===== config.mk =====
export PLATFORM = sky130hd
export DESIGN_NAME = divisor_sum_classifier_core
export DESIGN_NICKNAME = d
export VERILOG_FILES = /design/src/rtl/dsc_pkg.sv /design/src/rtl/dsc_datapath.sv /design/src/rtl/dsc_ctrl.sv /design/src/rtl/divisor_sum_classifier_core.sv
export VERILOG_INCLUDE_DIRS = /design/src /design/src/rtl
export SDC_FILE = /design/constraint.sdc
export NUM_CORES = 1
export LEC_CHECK = 0
export ABC_AREA = 1
export BUFFER_PORTS_ARGS = -buffer_cell sky130_fd_sc_hd__buf_2
export CAP_MARGIN = 10
export CORE_ASPECT_RATIO = 0.9
export CORE_MARGIN = 3
export CORE_UTILIZATION = 58
export DETAILED_ROUTE_END_ITERATION = 7
export PLACE_DENSITY = 0.78
export SLEW_MARGIN = 20
export SYNTH_ARGS = -nofsm -noshare
export SYNTH_HDL_FRONTEND = slang
export SYNTH_SLANG_ARGS = --single-unit

===== constraint.sdc =====
create_clock -name clk -period 4.14 [get_ports clk]
set_input_delay 1.035 -clock clk [delete_from_list [all_inputs] [get_ports clk]]
set_output_delay 1.035 -clock clk [all_outputs]
set_load 0.05 [all_outputs]

===== src/rtl/assert_macros.svh =====
// Assertion macros for the RTL files that check themselves; the core top level includes them.
`ifndef ASSERT_MACROS_SVH
`define ASSERT_MACROS_SVH

// Same-cycle implication, quiet while reset is asserted.
`define ASSERT_IMPL(label, clk, rst_n, ante, cons) \
  label: assert property (@(posedge clk) disable iff (!rst_n) (ante) |-> (cons)) \
    else $error("assertion failed");

// Next-cycle implication, quiet while reset is asserted.
`define ASSERT_NEXT(label, clk, rst_n, ante, cons) \
  label: assert property (@(posedge clk) disable iff (!rst_n) (ante) |=> (cons)) \
    else $error("assertion failed");

`endif


===== src/rtl/dsc_pkg.sv =====
// Types, constants and command/status structs for the divisor sum classifier.
`default_nettype none
package dsc_pkg;

  localparam int NUMBER_WIDTH = 32;
  localparam int IN_TDATA_W   = ((NUMBER_WIDTH + 7) / 8) * 8;
  localparam int OUT_TDATA_W  = 8;
  localparam int CNT_W        = $clog2(NUMBER_WIDTH);

  localparam logic [1:0] CLASS_DEFICIENT = 2'd0;
  localparam logic [1:0] CLASS_PERFECT   = 2'd1;
  localparam logic [1:0] CLASS_ABUNDANT  = 2'd2;

  typedef enum logic [3:0] {
    ST_IDLE,
    ST_CHECK,
    ST_DIV_INIT,
    ST_DIV,
    ST_EVAL,
    ST_ADD_I,
    ST_ADD_Q,
    ST_INC,
    ST_RESULT
  } dsc_state_t;

  typedef struct packed {
    logic       load;
    logic       div_start;
    logic       div_step;
    logic       add_i;
    logic       add_q;
    logic       inc_i;
    logic       pend_load;
    logic       pend_prime;
    logic [1:0] pend_cls;
    logic       out_load;
  } dsc_cmd_t;

  typedef struct packed {
    logic n_zero;
    logic n_one;
    logic div_last;
    logic q_lt_i;
    logic q_eq_i;
    logic r_zero;
    logic over;
    logic acc_lt_n;
    logic found;
  } dsc_stat_t;

endpackage
`default_nettype wire


===== src/rtl/dsc_datapath.sv =====
// Datapath: operand registers, bit-serial divider, divisor sum and result registers.
`default_nettype none
module dsc_datapath (
  input  wire logic                            clk,
  input  wire logic [dsc_pkg::NUMBER_WIDTH-1:0] number,
  input  wire dsc_pkg::dsc_cmd_t               cmd,
  output dsc_pkg::dsc_stat_t                   stat,
  output logic                                 out_prime,
  output logic [1:0]                           out_cls
);
  import dsc_pkg::*;

  logic [NUMBER_WIDTH-1:0] n_r, n_nxt;
  logic [NUMBER_WIDTH-1:0] i_r, i_nxt;
  logic [NUMBER_WIDTH-1:0] acc_r, acc_nxt;
  logic [NUMBER_WIDTH-1:0] quo_r, quo_nxt;
  logic [NUMBER_WIDTH-1:0] rem_r, rem_nxt;
  logic [CNT_W-1:0]        cnt_r, cnt_nxt;
  logic                    found_r, found_nxt;
  logic                    pend_prime_r, pend_prime_nxt;
  logic [1:0]              pend_cls_r, pend_cls_nxt;
  logic                    out_prime_r, out_prime_nxt;
  logic [1:0]              out_cls_r, out_cls_nxt;

  logic [NUMBER_WIDTH:0]   rem_shift;
  logic [NUMBER_WIDTH:0]   rem_diff;
  logic                    rem_ge;
  logic [NUMBER_WIDTH-1:0] add_d;
  logic [NUMBER_WIDTH-1:0] headroom;
  logic                    over;

  always_comb begin
    // one restoring-division step per cycle, dividend bits shift out of quo_r
    rem_shift = {rem_r, quo_r[NUMBER_WIDTH-1]};
    rem_diff  = rem_shift - {1'b0, i_r};
    rem_ge    = !rem_diff[NUMBER_WIDTH];
    add_d     = cmd.add_q ? quo_r : i_r;
    headroom  = n_r - acc_r;
    over      = add_d > headroom;
  end

  always_comb begin
    n_nxt          = n_r;
    i_nxt          = i_r;
    acc_nxt        = acc_r;
    quo_nxt        = quo_r;
    rem_nxt        = rem_r;
    cnt_nxt        = cnt_r;
    found_nxt      = found_r;
    pend_prime_nxt = pend_prime_r;
    pend_cls_nxt   = pend_cls_r;
    out_prime_nxt  = out_prime_r;
    out_cls_nxt    = out_cls_r;
    if (cmd.load) begin
      n_nxt     = number;
      i_nxt     = NUMBER_WIDTH'(2);
      acc_nxt   = NUMBER_WIDTH'(1);
      found_nxt = 1'b0;
    end
    if (cmd.div_start) begin
      quo_nxt = n_r;
      rem_nxt = '0;
      cnt_nxt = '0;
    end
    if (cmd.div_step) begin
      quo_nxt = {quo_r[NUMBER_WIDTH-2:0], rem_ge};
      rem_nxt = rem_ge ? rem_diff[NUMBER_WIDTH-1:0] : rem_shift[NUMBER_WIDTH-1:0];
      cnt_nxt = cnt_r + CNT_W'(1);
    end
    if (cmd.add_i) begin
      found_nxt = 1'b1;
    end
    if ((cmd.add_i || cmd.add_q) && !over) begin
      acc_nxt = acc_r + add_d;
    end
    if (cmd.inc_i) begin
      i_nxt = i_r + NUMBER_WIDTH'(1);
    end
    if (cmd.pend_load) begin
      pend_prime_nxt = cmd.pend_prime;
      pend_cls_nxt   = cmd.pend_cls;
    end
    if (cmd.out_load) begin
      out_prime_nxt = pend_prime_r;
      out_cls_nxt   = pend_cls_r;
    end
  end

  always_ff @(posedge clk) begin
    n_r          <= n_nxt;
    i_r          <= i_nxt;
    acc_r        <= acc_nxt;
    quo_r        <= quo_nxt;
    rem_r        <= rem_nxt;
    cnt_r        <= cnt_nxt;
    found_r      <= found_nxt;
    pend_prime_r <= pend_prime_nxt;
    pend_cls_r   <= pend_cls_nxt;
    out_prime_r  <= out_prime_nxt;
    out_cls_r    <= out_cls_nxt;
  end

  always_comb begin
    stat.n_zero   = n_r == '0;
    stat.n_one    = n_r == NUMBER_WIDTH'(1);
    stat.div_last = cnt_r == CNT_W'(NUMBER_WIDTH - 1);
    stat.q_lt_i   = quo_r < i_r;
    stat.q_eq_i   = quo_r == i_r;
    stat.r_zero   = rem_r == '0;
    stat.over     = over;
    stat.acc_lt_n = acc_r < n_r;
    stat.found    = found_r;
  end

  assign out_prime = out_prime_r;
  assign out_cls   = out_cls_r;

endmodule
`default_nettype wire


===== src/rtl/dsc_ctrl.sv =====
// Controller: sequences trial division and result hand-off.
`default_nettype none
module dsc_ctrl (
  input  wire logic               clk,
  input  wire logic               rst_n,
  input  wire logic               in_valid,
  output logic                    in_ready,
  output logic                    out_valid,
  input  wire logic               out_ready,
  input  wire dsc_pkg::dsc_stat_t stat,
  output dsc_pkg::dsc_cmd_t       cmd
);
  import dsc_pkg::*;

  dsc_state_t state_r, state_nxt;
  logic       out_valid_r, out_valid_nxt;
  logic       out_free;

  assign out_free = !out_valid_r || out_ready;

  always_comb begin
    state_nxt = state_r;
    case (state_r)
      ST_IDLE:     if (in_valid) state_nxt = ST_CHECK;
      ST_CHECK:    state_nxt = (stat.n_zero || stat.n_one) ? ST_RESULT : ST_DIV_INIT;
      ST_DIV_INIT: state_nxt = ST_DIV;
      ST_DIV:      if (stat.div_last) state_nxt = ST_EVAL;
      ST_EVAL: begin
        if (stat.q_lt_i)      state_nxt = ST_RESULT;
        else if (stat.r_zero) state_nxt = ST_ADD_I;
        else                  state_nxt = ST_INC;
      end
      ST_ADD_I: begin
        if (stat.over)        state_nxt = ST_RESULT;
        else if (stat.q_eq_i) state_nxt = ST_INC;
        else                  state_nxt = ST_ADD_Q;
      end
      ST_ADD_Q:    state_nxt = stat.over ? ST_RESULT : ST_INC;
      ST_INC:      state_nxt = ST_DIV_INIT;
      ST_RESULT:   if (out_free) state_nxt = ST_IDLE;
      default:     state_nxt = ST_IDLE;
    endcase
  end

  always_comb begin
    cmd           = '0;
    in_ready      = 1'b0;
    out_valid_nxt = out_valid_r && !out_ready;
    case (state_r)
      ST_IDLE: begin
        in_ready = 1'b1;
        cmd.load = in_valid;
      end
      ST_CHECK: begin
        cmd.pend_load  = 1'b1;
        cmd.pend_prime = 1'b0;
        // zero counts as abundant, one as deficient
        cmd.pend_cls   = stat.n_zero ? CLASS_ABUNDANT : CLASS_DEFICIENT;
      end
      ST_DIV_INIT: cmd.div_start = 1'b1;
      ST_DIV:      cmd.div_step  = 1'b1;
      ST_EVAL: begin
        if (stat.q_lt_i) begin
          cmd.pend_load  = 1'b1;
          cmd.pend_prime = !stat.found;
          cmd.pend_cls   = (!stat.found || stat.acc_lt_n) ? CLASS_DEFICIENT : CLASS_PERFECT;
        end
      end
      ST_ADD_I: begin
        cmd.add_i      = 1'b1;
        cmd.pend_load  = stat.over;
        cmd.pend_prime = 1'b0;
        cmd.pend_cls   = CLASS_ABUNDANT;
      end
      ST_ADD_Q: begin
        cmd.add_q      = 1'b1;
        cmd.pend_load  = stat.over;
        cmd.pend_prime = 1'b0;
        cmd.pend_cls   = CLASS_ABUNDANT;
      end
      ST_INC:      cmd.inc_i = 1'b1;
      ST_RESULT: begin
        if (out_free) begin
          cmd.out_load  = 1'b1;
          out_valid_nxt = 1'b1;
        end
      end
      default: begin
        cmd = '0;
      end
    endcase
  end

  always_ff @(posedge clk) begin
    if (!rst_n) begin
      state_r     <= ST_IDLE;
      out_valid_r <= 1'b0;
    end else begin
      state_r     <= state_nxt;
      out_valid_r <= out_valid_nxt;
    end
  end

  assign out_valid = out_valid_r;

endmodule
`default_nettype wire


===== src/rtl/divisor_sum_classifier_core.sv =====
// Top level of the divisor sum classifier: primality and deficient/perfect/abundant class.
//
//   port group | dir | payload
//   in_*       | in  | tdata[31:0] number
//   out_*      | out | tdata[0] is_prime, tdata[2:1] abundance_class, tdata[7:3] zero
//
// Each candidate divisor d, from 2 while d <= n/d, passes through divider start, the
// bit-serial divider, evaluation and increment; when d divides n, d is added to the sum,
// and n/d is added too when n/d != d. 0 and 1 skip the divider. Reset is synchronous and
// clears only the controller. The output register holds a result under back-pressure
// while the next item is worked on.
`default_nettype none
module divisor_sum_classifier_core (
  input  wire logic                           clk,
  input  wire logic                           rst_n,
  input  wire logic                           in_tvalid,
  output logic                                in_tready,
  input  wire logic [dsc_pkg::IN_TDATA_W-1:0]  in_tdata,   // number
  output logic                                out_tvalid,
  input  wire logic                           out_tready,
  output logic [dsc_pkg::OUT_TDATA_W-1:0]      out_tdata   // is_prime, abundance_class, zero pad
);
  import dsc_pkg::*;

  `include "assert_macros.svh"

  dsc_cmd_t   cmd;
  dsc_stat_t  stat;
  logic       res_prime;
  logic [1:0] res_cls;

  dsc_ctrl u_ctrl (
    .clk       (clk),
    .rst_n     (rst_n),
    .in_valid  (in_tvalid),
    .in_ready  (in_tready),
    .out_valid (out_tvalid),
    .out_ready (out_tready),
    .stat      (stat),
    .cmd       (cmd)
  );

  dsc_datapath u_datapath (
    .clk       (clk),
    .number    (in_tdata[NUMBER_WIDTH-1:0]),
    .cmd       (cmd),
    .stat      (stat),
    .out_prime (res_prime),
    .out_cls   (res_cls)
  );

  assign out_tdata = {(OUT_TDATA_W - 3)'(0), res_cls, res_prime};

  `ASSERT_IMPL(a_prime_is_deficient, clk, rst_n, out_tvalid && out_tdata[0],
               out_tdata[2:1] == CLASS_DEFICIENT)
  `ASSERT_IMPL(a_class_code_valid, clk, rst_n, out_tvalid, out_tdata[2:1] != 2'd3)
  `ASSERT_NEXT(a_busy_after_accept, clk, rst_n, in_tvalid && in_tready, !in_tready)
  `ASSERT_IMPL(a_add_needs_divisor, clk, rst_n, cmd.add_i || cmd.add_q, stat.r_zero)

endmodule
`default_nettype wire

==> Yosys cells after proc, flatten, opt, wreduce, memory -nomap -nowiden <==
Cells that the tools add are included.
Widths: inputs -> output; s select.
{ "totals": {"input_bits": 36, "register_bits": 177, "elab_cells": 91} }
{ "classes": {"eq_ne": 14, "n_reduce_logical": 19, "mux": 37, "addsub": 5, "order_cmp": 3} }
{ "op_table": {"columns": ["op", "n"], "rows": [
  ["$mux 32", 10],
  ["$logic_not 32->1", 2],
  ["$lt 32x32->1", 2],
  ["$pmux 4 s9", 1],
  ["$sub 33x32->33", 1],
  ["$add 32x1->32 const B", 1],
  ["$add 32x32->32", 1],
  ["$eq 32x1->1 const B", 1],
  ["$eq 32x32->1", 1],
  ["$gt 32x32->1", 1],
  ["$mux 4", 8],
  ["$sub 32x32->32", 1],
  ["$eq 4x3->1 const B", 4],
  ["$mux 1", 13],
  ["$pmux 4 s3", 1],
  ["$mux 5", 2],
  ["$eq 4x2->1 const B", 2],
  ["$reduce_bool 2->1", 3],
  ["$add 5x1->5 const B", 1],
  ["$eq 5x5->1 const B", 1],
  ["$logic_not 1->1", 5],
  ["$eq 4x1->1 const B", 1],
  ["$eq 4x4->1 const B", 1],
  ["$logic_not 4->1", 1],
  ["7 further kinds", 13]
]} }

==> Depth between registers and ports, before layout <==
Gate-level depths: netlist of run 1.
{ "depth": {"depth_word": 7, "ltp_mapped": 29} }

==> Hierarchy <==
A second synthesis of run 1 with hierarchy kept.
{ "hier_totals": {"hier_cells": 2370, "area_unflattened_um2": 16321.9} }
{ "modules_own_cells": {"columns": ["mod", "instances", "area_each_um2", "cells_each"], "rows": [
  ["dsc_datapath", 1, 15800.2, 2279],
  ["dsc_ctrl", 1, 473.0, 84],
  ["divisor_sum_classifier_core", 1, 48.8, 7]
]} }

==> Worst setup path after synthesis of run 1 <==
OpenSTA, ideal clock, no wires.
{ "synth_path": {"path_type": "reg-to-reg", "from": "register u_datapath.acc_r[0]", "to": "register u_datapath.acc_r[0] (enable)", "path_stages_with_launch": 24, "setup_ns": 0.478, "arrival_ns": 4.053, "path_slack_ns": -0.392, "required_ns": 3.662, "cell_sequence": "edfxtp_1 > ha_1 > fa_1 > o21ai_1 > a21oi_1 > o21bai_1 > a21oi_1 > o21bai_1 > nand2_1 > inv_1 > nor2_1 > nand2_1 > nand2_1 > ha_1 > nand2_1 > nor2_1 > nand4_1 > nor2_1 > nand2_1 > nand2_1 > nand2_1 > nand2_1 > clkbuf_1 > nand2_1"} }
{ "synth_via": {"elab_chain_len": 5} }
{ "synth_rtl": {"columns": ["item", "line", "source"], "rows": [
  ["start: declaration", "dsc_datapath.sv:15", "logic [NUMBER_WIDTH-1:0] acc_r, acc_nxt;"],
  ["start signal: assignment", "dsc_datapath.sv:92", "acc_r <= acc_nxt;"],
  ["$sub 32x32->32", "dsc_datapath.sv:38", "headroom = n_r - acc_r;"],
  ["$gt 32x32->1", "dsc_datapath.sv:39", "over = add_d > headroom;"],
  ["$logic_not 1->1", "dsc_datapath.sv:73", "if ((cmd.add_i || cmd.add_q) && !over) begin"],
  ["$logic_and 1x1->1", "dsc_datapath.sv:73", null],
  ["$reduce_bool 2->1 (no line)", null, null]
]} }
No other way between the ends.
A chain may end at the register's enable or synchronous reset.

==> Worst setup path in the final report of run 1 <==
{ "layout_path": {"from": "register u_datapath.n_r[0]", "to": "register u_datapath.acc_r[2], data pin"} }
{ "layout_via": {"elab_chain_len": 5} }
{ "layout_rtl": {"columns": ["item", "line", "source"], "rows": [
  ["start: declaration", "dsc_datapath.sv:13", "logic [NUMBER_WIDTH-1:0] n_r, n_nxt;"],
  ["start signal: assignment", "dsc_datapath.sv:90", "n_r <= n_nxt;"],
  ["$sub 32x32->32", "dsc_datapath.sv:38", null],
  ["$gt 32x32->1", "dsc_datapath.sv:39", null],
  ["$logic_not 1->1", "dsc_datapath.sv:73", null],
  ["$logic_and 1x1->1", "dsc_datapath.sv:73", null],
  ["$mux 32", "dsc_datapath.sv:73", null]
]} }
No other way between the ends.

==> flow_summary.toml, run 1 <==
[run_status]
status = "complete, no violations"

[critical_path]
reg2reg_to = "u_datapath.acc_r[2]"
path_cells = "inv_4 > ha_4 > fa_2 > o21ai_4 > a21oi_4 > o21ai_2 > nand2_1 > o211ai_1 > a21oi_1 > xor2_1 > ha_1 > nand2_1 > nor2_2 > nand4_1 > nor2_2 > nand4_1 > nand2_2 > nand2_2 > buf_12 > buf_12 > buf_4 > nor3b_2"
crit_buf_inv = 4
start_kind = "register"
critPathKind = "reg -> reg"
crit_path_end_kind = "register"
rrSetupSlack_ns = 0.09
crit_path_max_fanout = 7
crit_path_max_incr_delay_ns = 0.42
critPathArrivalTime_ns = 4.33
required_ns = 4.42
rr_worst_depth = 22
reg2reg_from = "u_datapath.n_r[0]"
slowest_stage = "fa_2"
critPathTopFamily = "simple AND/OR/NAND/NOR gates"

[route]
post_drt_wl_per_cell_um = 17.98
dr_total_vias = 14050
wl_met3_mm = 3.679
wl_met2_mm = 18.55
top_layer_used = "met4"
wirelength_mm = 43.69
drt_iter0_drc = 1583
drc = 0
wl_met1_mm = 20.36
first_pass_iters = 5
final_antenna_net_count = 0
avgViaCountPerCell = 5.783

[finish]
area_delta_synth_final_pct = 12.01
finalNetCount = 2276
num_antenna_cells = 0
drive_above_1_share = 0.1011
layout_commonest_cell = "nand2_1"
mostFrequentLayoutCells = "nand2_1 (419), inv_1 (254), nor2_1 (241)"
layoutNonFillerInstCount = 2430

[clocking]
cts.clk_slew.worst_paths_ns = 0.07
cts_buffers = 17
clk_root_buffer_cell = "clkbuf_16"
ctsHoldBuffers = 0
htreeDepth = 4
clock-sinks = 177
clockBufferDepth = 2
cts_tree = "done"
insertion_delay_ns = 0.45

[job]
drv_cap = 0

[grt]
track_usage = 0.3059
grt_pass1_wl_mm = 68.18
grt_max_degree = 65
grt_pass1_vias = 12970
antenna_found_initial = 0
grt_overflow = 0

[floorplanning]
dieArea_mm2 = 0.02792
io_pins = 46
initial_core_util = 0.5942
rows = 55
core_mm2 = 0.02532
die_y_um = 158.8
die-width_um = 175.8

[pwr]
pwr-share-seq = 0.255
netSwitchingPower_w = 0.005786
peakVddDrop_mv = 0.5424
leakage_nw = 7.543
internal-power_w = 0.006209
power_density_mw_per_mm2 = 711.6
comb_power_share = 0.604
p_sw_frac = 0.4824
clkPwrFrac = 0.141

[timing]
slew_headroom = 0.2345
setup_viol_count_final = 0
finalCritPeriodShare = 0.9788
finalCriticalPeriod_ns = 4.052
fmax_mhz = 246.8
slew_viol_final = 0
worst_slew_pin_slew_ns = 1.138
rsz0062_at_grt = "true"
final-hold-violation-count = 0
timing.final.ws_setup_ns = 0.08780
whs_ns = 0.4454
clock_skew_ns = 0.01238

[synth]
synth_cell_type_count = 56
synth_edf_count = 171
syn_area_mm2 = 0.01505
yosys_warnings = 0
synth_cells = 1979
postSynthRegisterBits = 177
yosysSeqAreaShare = 0.3492
synth.avg_cell_area_um2 = 7.604
synth_ff_type = "edfxtp_1"
async_flop_share = 0

[hold_path]
hold_end = "u_datapath.out_cls[0]"
hold_path_class = "reg -> reg"
hold_depth = 0
min-delay-start = "u_datapath.pend_cls_r[0]"

[placement]
io_buffers = 40
dp.cells = 2386
gp_congestion = 0.9967
dpl.hpwl_mm = 34.10
pre_cts_slack_ns = -0.08147
-- cell usage after synthesis (2+ instances only) --
cell type,instances,area share
a21boi_0,4,0.0020
or3b_1,2,0.0012
nor3_1,37,0.012
o21ai_1,11,0.0037
clkbuf_1,20,0.0050
inv_1,258,0.064
o21ai_2,2,0.0012
a31oi_1,8,0.0033
o211ai_1,3,0.0015
nand2_2,3,0.0012
fa_1,3,0.0040
edfxtp_1,171,0.34
nand3_2,2,0.0013
a211oi_1,4,0.0020
o21bai_1,24,0.012
o221ai_1,2,0.0012
nand3_1,52,0.017
buf_4,6,0.0030
o2111ai_1,2,0.0012
o21a_1,13,0.0065
a21oi_1,172,0.057
a21boi_1,4,0.0020
nor4_1,24,0.010
buf_6,6,0.0045
dfxtp_1,6,0.0080
xnor2_1,30,0.017
xor2_1,35,0.020
o21ai_0,143,0.048
ha_1,162,0.13
nand4_1,20,0.0083
nand3b_1,7,0.0035
nor3b_1,5,0.0025
or2_2,10,0.0042
a21oi_2,3,0.0017
nor2_1,248,0.062
buf_1,2,0.00050
inv_2,8,0.0020
a21o_1,23,0.011
nand2_1,425,0.11
nor2_2,3,0.0012
-- worst max-delay path by stage --
stage                              startpoint  cells past startpoint             endpoint  slack (ns)
after global routing        u_datapath.n_r[0]                     22  u_datapath.acc_r[2]       -0.17
after CTS                   u_datapath.n_r[0]                     24  u_datapath.acc_r[0]        0.01
after floorplan           u_datapath.acc_r[0]                     23  u_datapath.acc_r[0]        0.07
final                       u_datapath.n_r[0]                     22  u_datapath.acc_r[2]        0.09
after global placement      u_datapath.n_r[0]                     20  u_datapath.acc_r[5]        0.06
after detailed placement    u_datapath.n_r[0]                     20  u_datapath.acc_r[6]       -0.08
-- sequential cells by signal, indices dropped and copies added, names as in the netlist --
register,count
u_ctrl.out_valid,1
u_ctrl.state_r,4
u_datapath.acc_r,32
u_datapath.cnt_r,5
u_datapath.found_r,1
u_datapath.i_r,32
u_datapath.n_r,32
u_datapath.out_cls,2
u_datapath.out_prime,1
u_datapath.pend_cls_r,2
u_datapath.pend_prime_r,1
u_datapath.quo_r,32
u_datapath.rem_r,32
-- per-layer routing --
| layer | track usage | vias up |
|---|---|---|
| met4 | 0.09752 | 0 |
| met1 | 0.4654 | 6494 |
| li1 | - | 6877 |
| met2 | 0.4457 | 600 |
| met3 | 0.04567 | 81 |
| met5 | 0 | - |
-- cell families (layout without fill, tap and decap cells) --
| group | count (synthesis) | count (layout) | share of synthesized area |
|---|---|---|---|
| adder cells (fa/ha/maj) | 165 | 165 | 0.1387 |
| AO/OA/AOI/OAI | 425 | 425 | 0.1586 |
| flip-flops | 177 | 177 | 0.3492 |
| AND/OR/NAND/NOR | 846 | 846 | 0.2361 |
| buffers and inverters | 300 | 405 | 0.07932 |
| XOR/XNOR | 65 | 65 | 0.03783 |
| other | 1 | 5 | 0.0002492 |
-- what timing repair did --
item,in CTS,in global routing
buffers inserted,0,12
setup endpoints to repair,38,71
pin swaps,0,19
gates resized for setup,5,50
-- power groups by stage --
stage | Combinational (W) | Clock [W] | Sequential (W)
2_1_floorplan | 0.00504 | 0 | 0.00294
3_3_place_gp | 0.00672 | 0 | 0.00306
3_5_place_dp | 0.00680 | 0 | 0.00306
4_1_cts | 0.00689 | 0.00170 | 0.00303
5_1_grt | 0.00809 | 0.00177 | 0.00310
6_report | 0.00724 | 0.00170 | 0.00306
-- cell type report --
cell class              instances  area, µm²
well taps                     342      427.9
inverters                     266       1005
clock inverters                13      160.2
repair buffers                107      740.7
multi-input cells            1506       8835
flip-flops and latches        177       5255
clock buffers                  19      432.9
fillers                      2193       8468
-- metrics by stage --
step                      area, µm²  setup TNS, ns    util  power (W)
after floorplan               15070              0       -   0.007986
after global placement        15970              0  0.6305   0.009774
after detailed placement      15970         -2.502  0.6305   0.009865
after CTS                     16580              0  0.6547    0.01162
after global routing          16860         -5.018  0.6656    0.01297
final                         16860              0  0.6656    0.01200
Power figures use the tool's default switching activity.
==> inputs of run 2 (changes only) <==
CORE_UTILIZATION = 36   (was 58)
PLACE_DENSITY = default   (was 0.78)
==> flow_summary.toml, run 2 (synthesis results as in run 1) <==
[clocking]
clk_root_buffer_cell = "clkbuf_16"
clockBufferDepth = 2
cts_buffers = 17
cts_tree = "done"
ctsHoldBuffers = 0
htreeDepth = 4
cts.clk_slew.worst_paths_ns = 0.08
insertion_delay_ns = 0.46
clock-sinks = 177

[grt]
antenna_found_initial = 1
track_usage = 0.2002
grt_util_met2 = 0.3219
met1_usage = 0.2812
grt_pass1_wl_mm = 70.75
busiest_layer = "met2"
grt_pass1_vias = 13220
grt_overflow = 0
grt_max_degree = 70
grtUsageMet3 = 0.03392

[critical_path]
crit_path_max_incr_delay_ns = 0.51
required_ns = 4.34
path_cells = "ha_1 > nand2_1 > nor2_1 > a21boi_0 > o211ai_1 > a21oi_1 > xor2_1 > ha_1 > nand2_1 > nor2_1 > nand4_1 > nor2_1 > nand4_1 > nand2_2 > nand2_4 > buf_12 > or2_2"
slowest_stage = "edfxtp_1"
crit_path_max_fanout = 25
path_common_cell = "nor2_1"
critPathArrivalTime_ns = 4.12
critPathKind = "reg -> reg"
crit_path_end_kind = "register"
start_kind = "register"

[route]
avgViaCountPerCell = 5.237
final_antenna_net_count = 0
wirelength_mm = 44.69
dr_total_vias = 13700
post_drt_wl_per_cell_um = 17.09
drt_iter0_drc = 1047
drc = 0
first_pass_iters = 5

[timing]
worst_slew_pin_slew_ns = 0.9497
setup_viol_count_final = 0
final-hold-violation-count = 0
slew_viol_final = 0
clock_skew_ns = 0.01562
slew_headroom = 0.3610
whs_ns = 0.4212
fmax_mhz = 254.9
finalCritPeriodShare = 0.9476
finalCriticalPeriod_ns = 3.923

[pwr]
power_density_mw_per_mm2 = 707.3
clkPwrFrac = 0.158
p_sw_frac = 0.4735
pwr-share-seq = 0.255
leakage_nw = 7.529
netSwitchingPower_w = 0.005699
peakVddDrop_mv = 0.5142
comb_power_share = 0.587
internal-power_w = 0.006338

[floorplanning]
rows = 70
die-width_um = 221.5
core_mm2 = 0.04099
die_y_um = 200.0
initial_core_util = 0.3671
dieArea_mm2 = 0.04429
io_pins = 46

[placement]
io_buffers = 40
gp_congestion = 0.9662
dpl.hpwl_mm = 35.60

[finish]
multiInputGateArea_mm2 = 0.008772
finalNetCount = 2263
mostFrequentLayoutCells = "nand2_1 (420), inv_1 (256), nor2_1 (245)"
utilization = 0.4152
area_delta_synth_final_pct = 13.09
num-fill-cells = 4233
regArea_mm2 = 0.005255
num_antenna_cells = 0
drive_above_1_share = 0.09157
layout_commonest_cell = "nand2_1"

[run_status]
status = "complete, no violations"

[hold_path]
hold_path_class = "reg -> reg"

[job]
drv_cap = 0
-- run 2: cell types whose count changed in the layout (fill, tap and decap cells not counted), moves of 3 or more --
| cell | delta |
|---|---|
| ha_1 | +3 |
| clkinv_1 | -3 |
| o21ai_0 | +4 |
| nor2_2 | -4 |
| clkbuf_8 | +3 |
| ha_4 | -3 |
| nor2_1 | +4 |
| buf_4 | -13 |
-- run 2: per-stage QoR --
| step | TNS, ns | power [W] | setup slack (ns) | std cells | cell area (µm²) |
|---|---|---|---|---|---|
| final | 0 | 0.01204 | 0.2169 | 2615 | 17020 |
| after global routing | -0.4042 | 0.01311 | -0.06343 | 2615 | 17020 |
| after CTS | 0 | 0.01183 | 0.05624 | 2609 | 16840 |
| after detailed placement | -0.09871 | 0.009880 | -0.08103 | 2577 | 16160 |
| after global placement | 0 | 0.009749 | 0.01126 | 2577 | 16160 |
| after floorplan | 0 | 0.007986 | 0.06519 | 1983 | 15070 |
-- run 2: power groups by stage --
stage,Clock (W),Sequential [W],Combinational [W]
2_1_floorplan,0,0.00294,0.00504
3_3_place_gp,0,0.00308,0.00667
3_5_place_dp,0,0.00309,0.00679
4_1_cts,0.00193,0.00306,0.00684
5_1_grt,0.00199,0.00313,0.00798
6_report,0.00190,0.00307,0.00707
-- run 2: worst paths after layout --
kind / cells after the start / start / slack (ns) / end
min reg2reg: 0 / u_datapath.pend_prime_r / 0.42 / u_datapath.out_prime
max: 17 / u_datapath.n_r[14] / 0.22 / u_datapath.acc_r[0]
min: 0 / u_datapath.pend_prime_r / 0.42 / u_datapath.out_prime
max reg2reg: 17 / u_datapath.n_r[14] / 0.22 / u_datapath.acc_r[0]
-- run 2: area by class of cell --
cell class	instances	area share
multi-input cells	1506	0.5155
flip-flops and latches	177	0.3088
inverters	266	0.05889
well taps	540	0.03970
repair buffers	94	0.03779
clock buffers	21	0.02764
clock inverters	11	0.01169
-- run 2: what timing repair did --
item | CTS | global route
endpoints found under the hold margin | 0 | 0
setup buffers | 0 | 6
setup endpoints to repair | 19 | 71
resized for setup | 2 | 28
pin swaps | 0 | 6
-- run 2: worst max-delay path: cells and delay by family (launching register included) --
kind | cells | cell delay [ns]
xor+xnor | 1 | 0.16
simple gates | 10 | 1.45
buf+inv | 1 | 0.18
flops | 1 | 0.51
fa+ha+maj | 2 | 0.71
compound gates | 3 | 0.63
-- run 2: metal layers --
metal	vias to the layer above	routed length (µm)	part of all wire
met2	449	19480	0.44
met1	6340	21370	0.48
met3	57	2733	0.061
met4	0	1112	0.025
met5	-	0	0
li1	6849	-	-
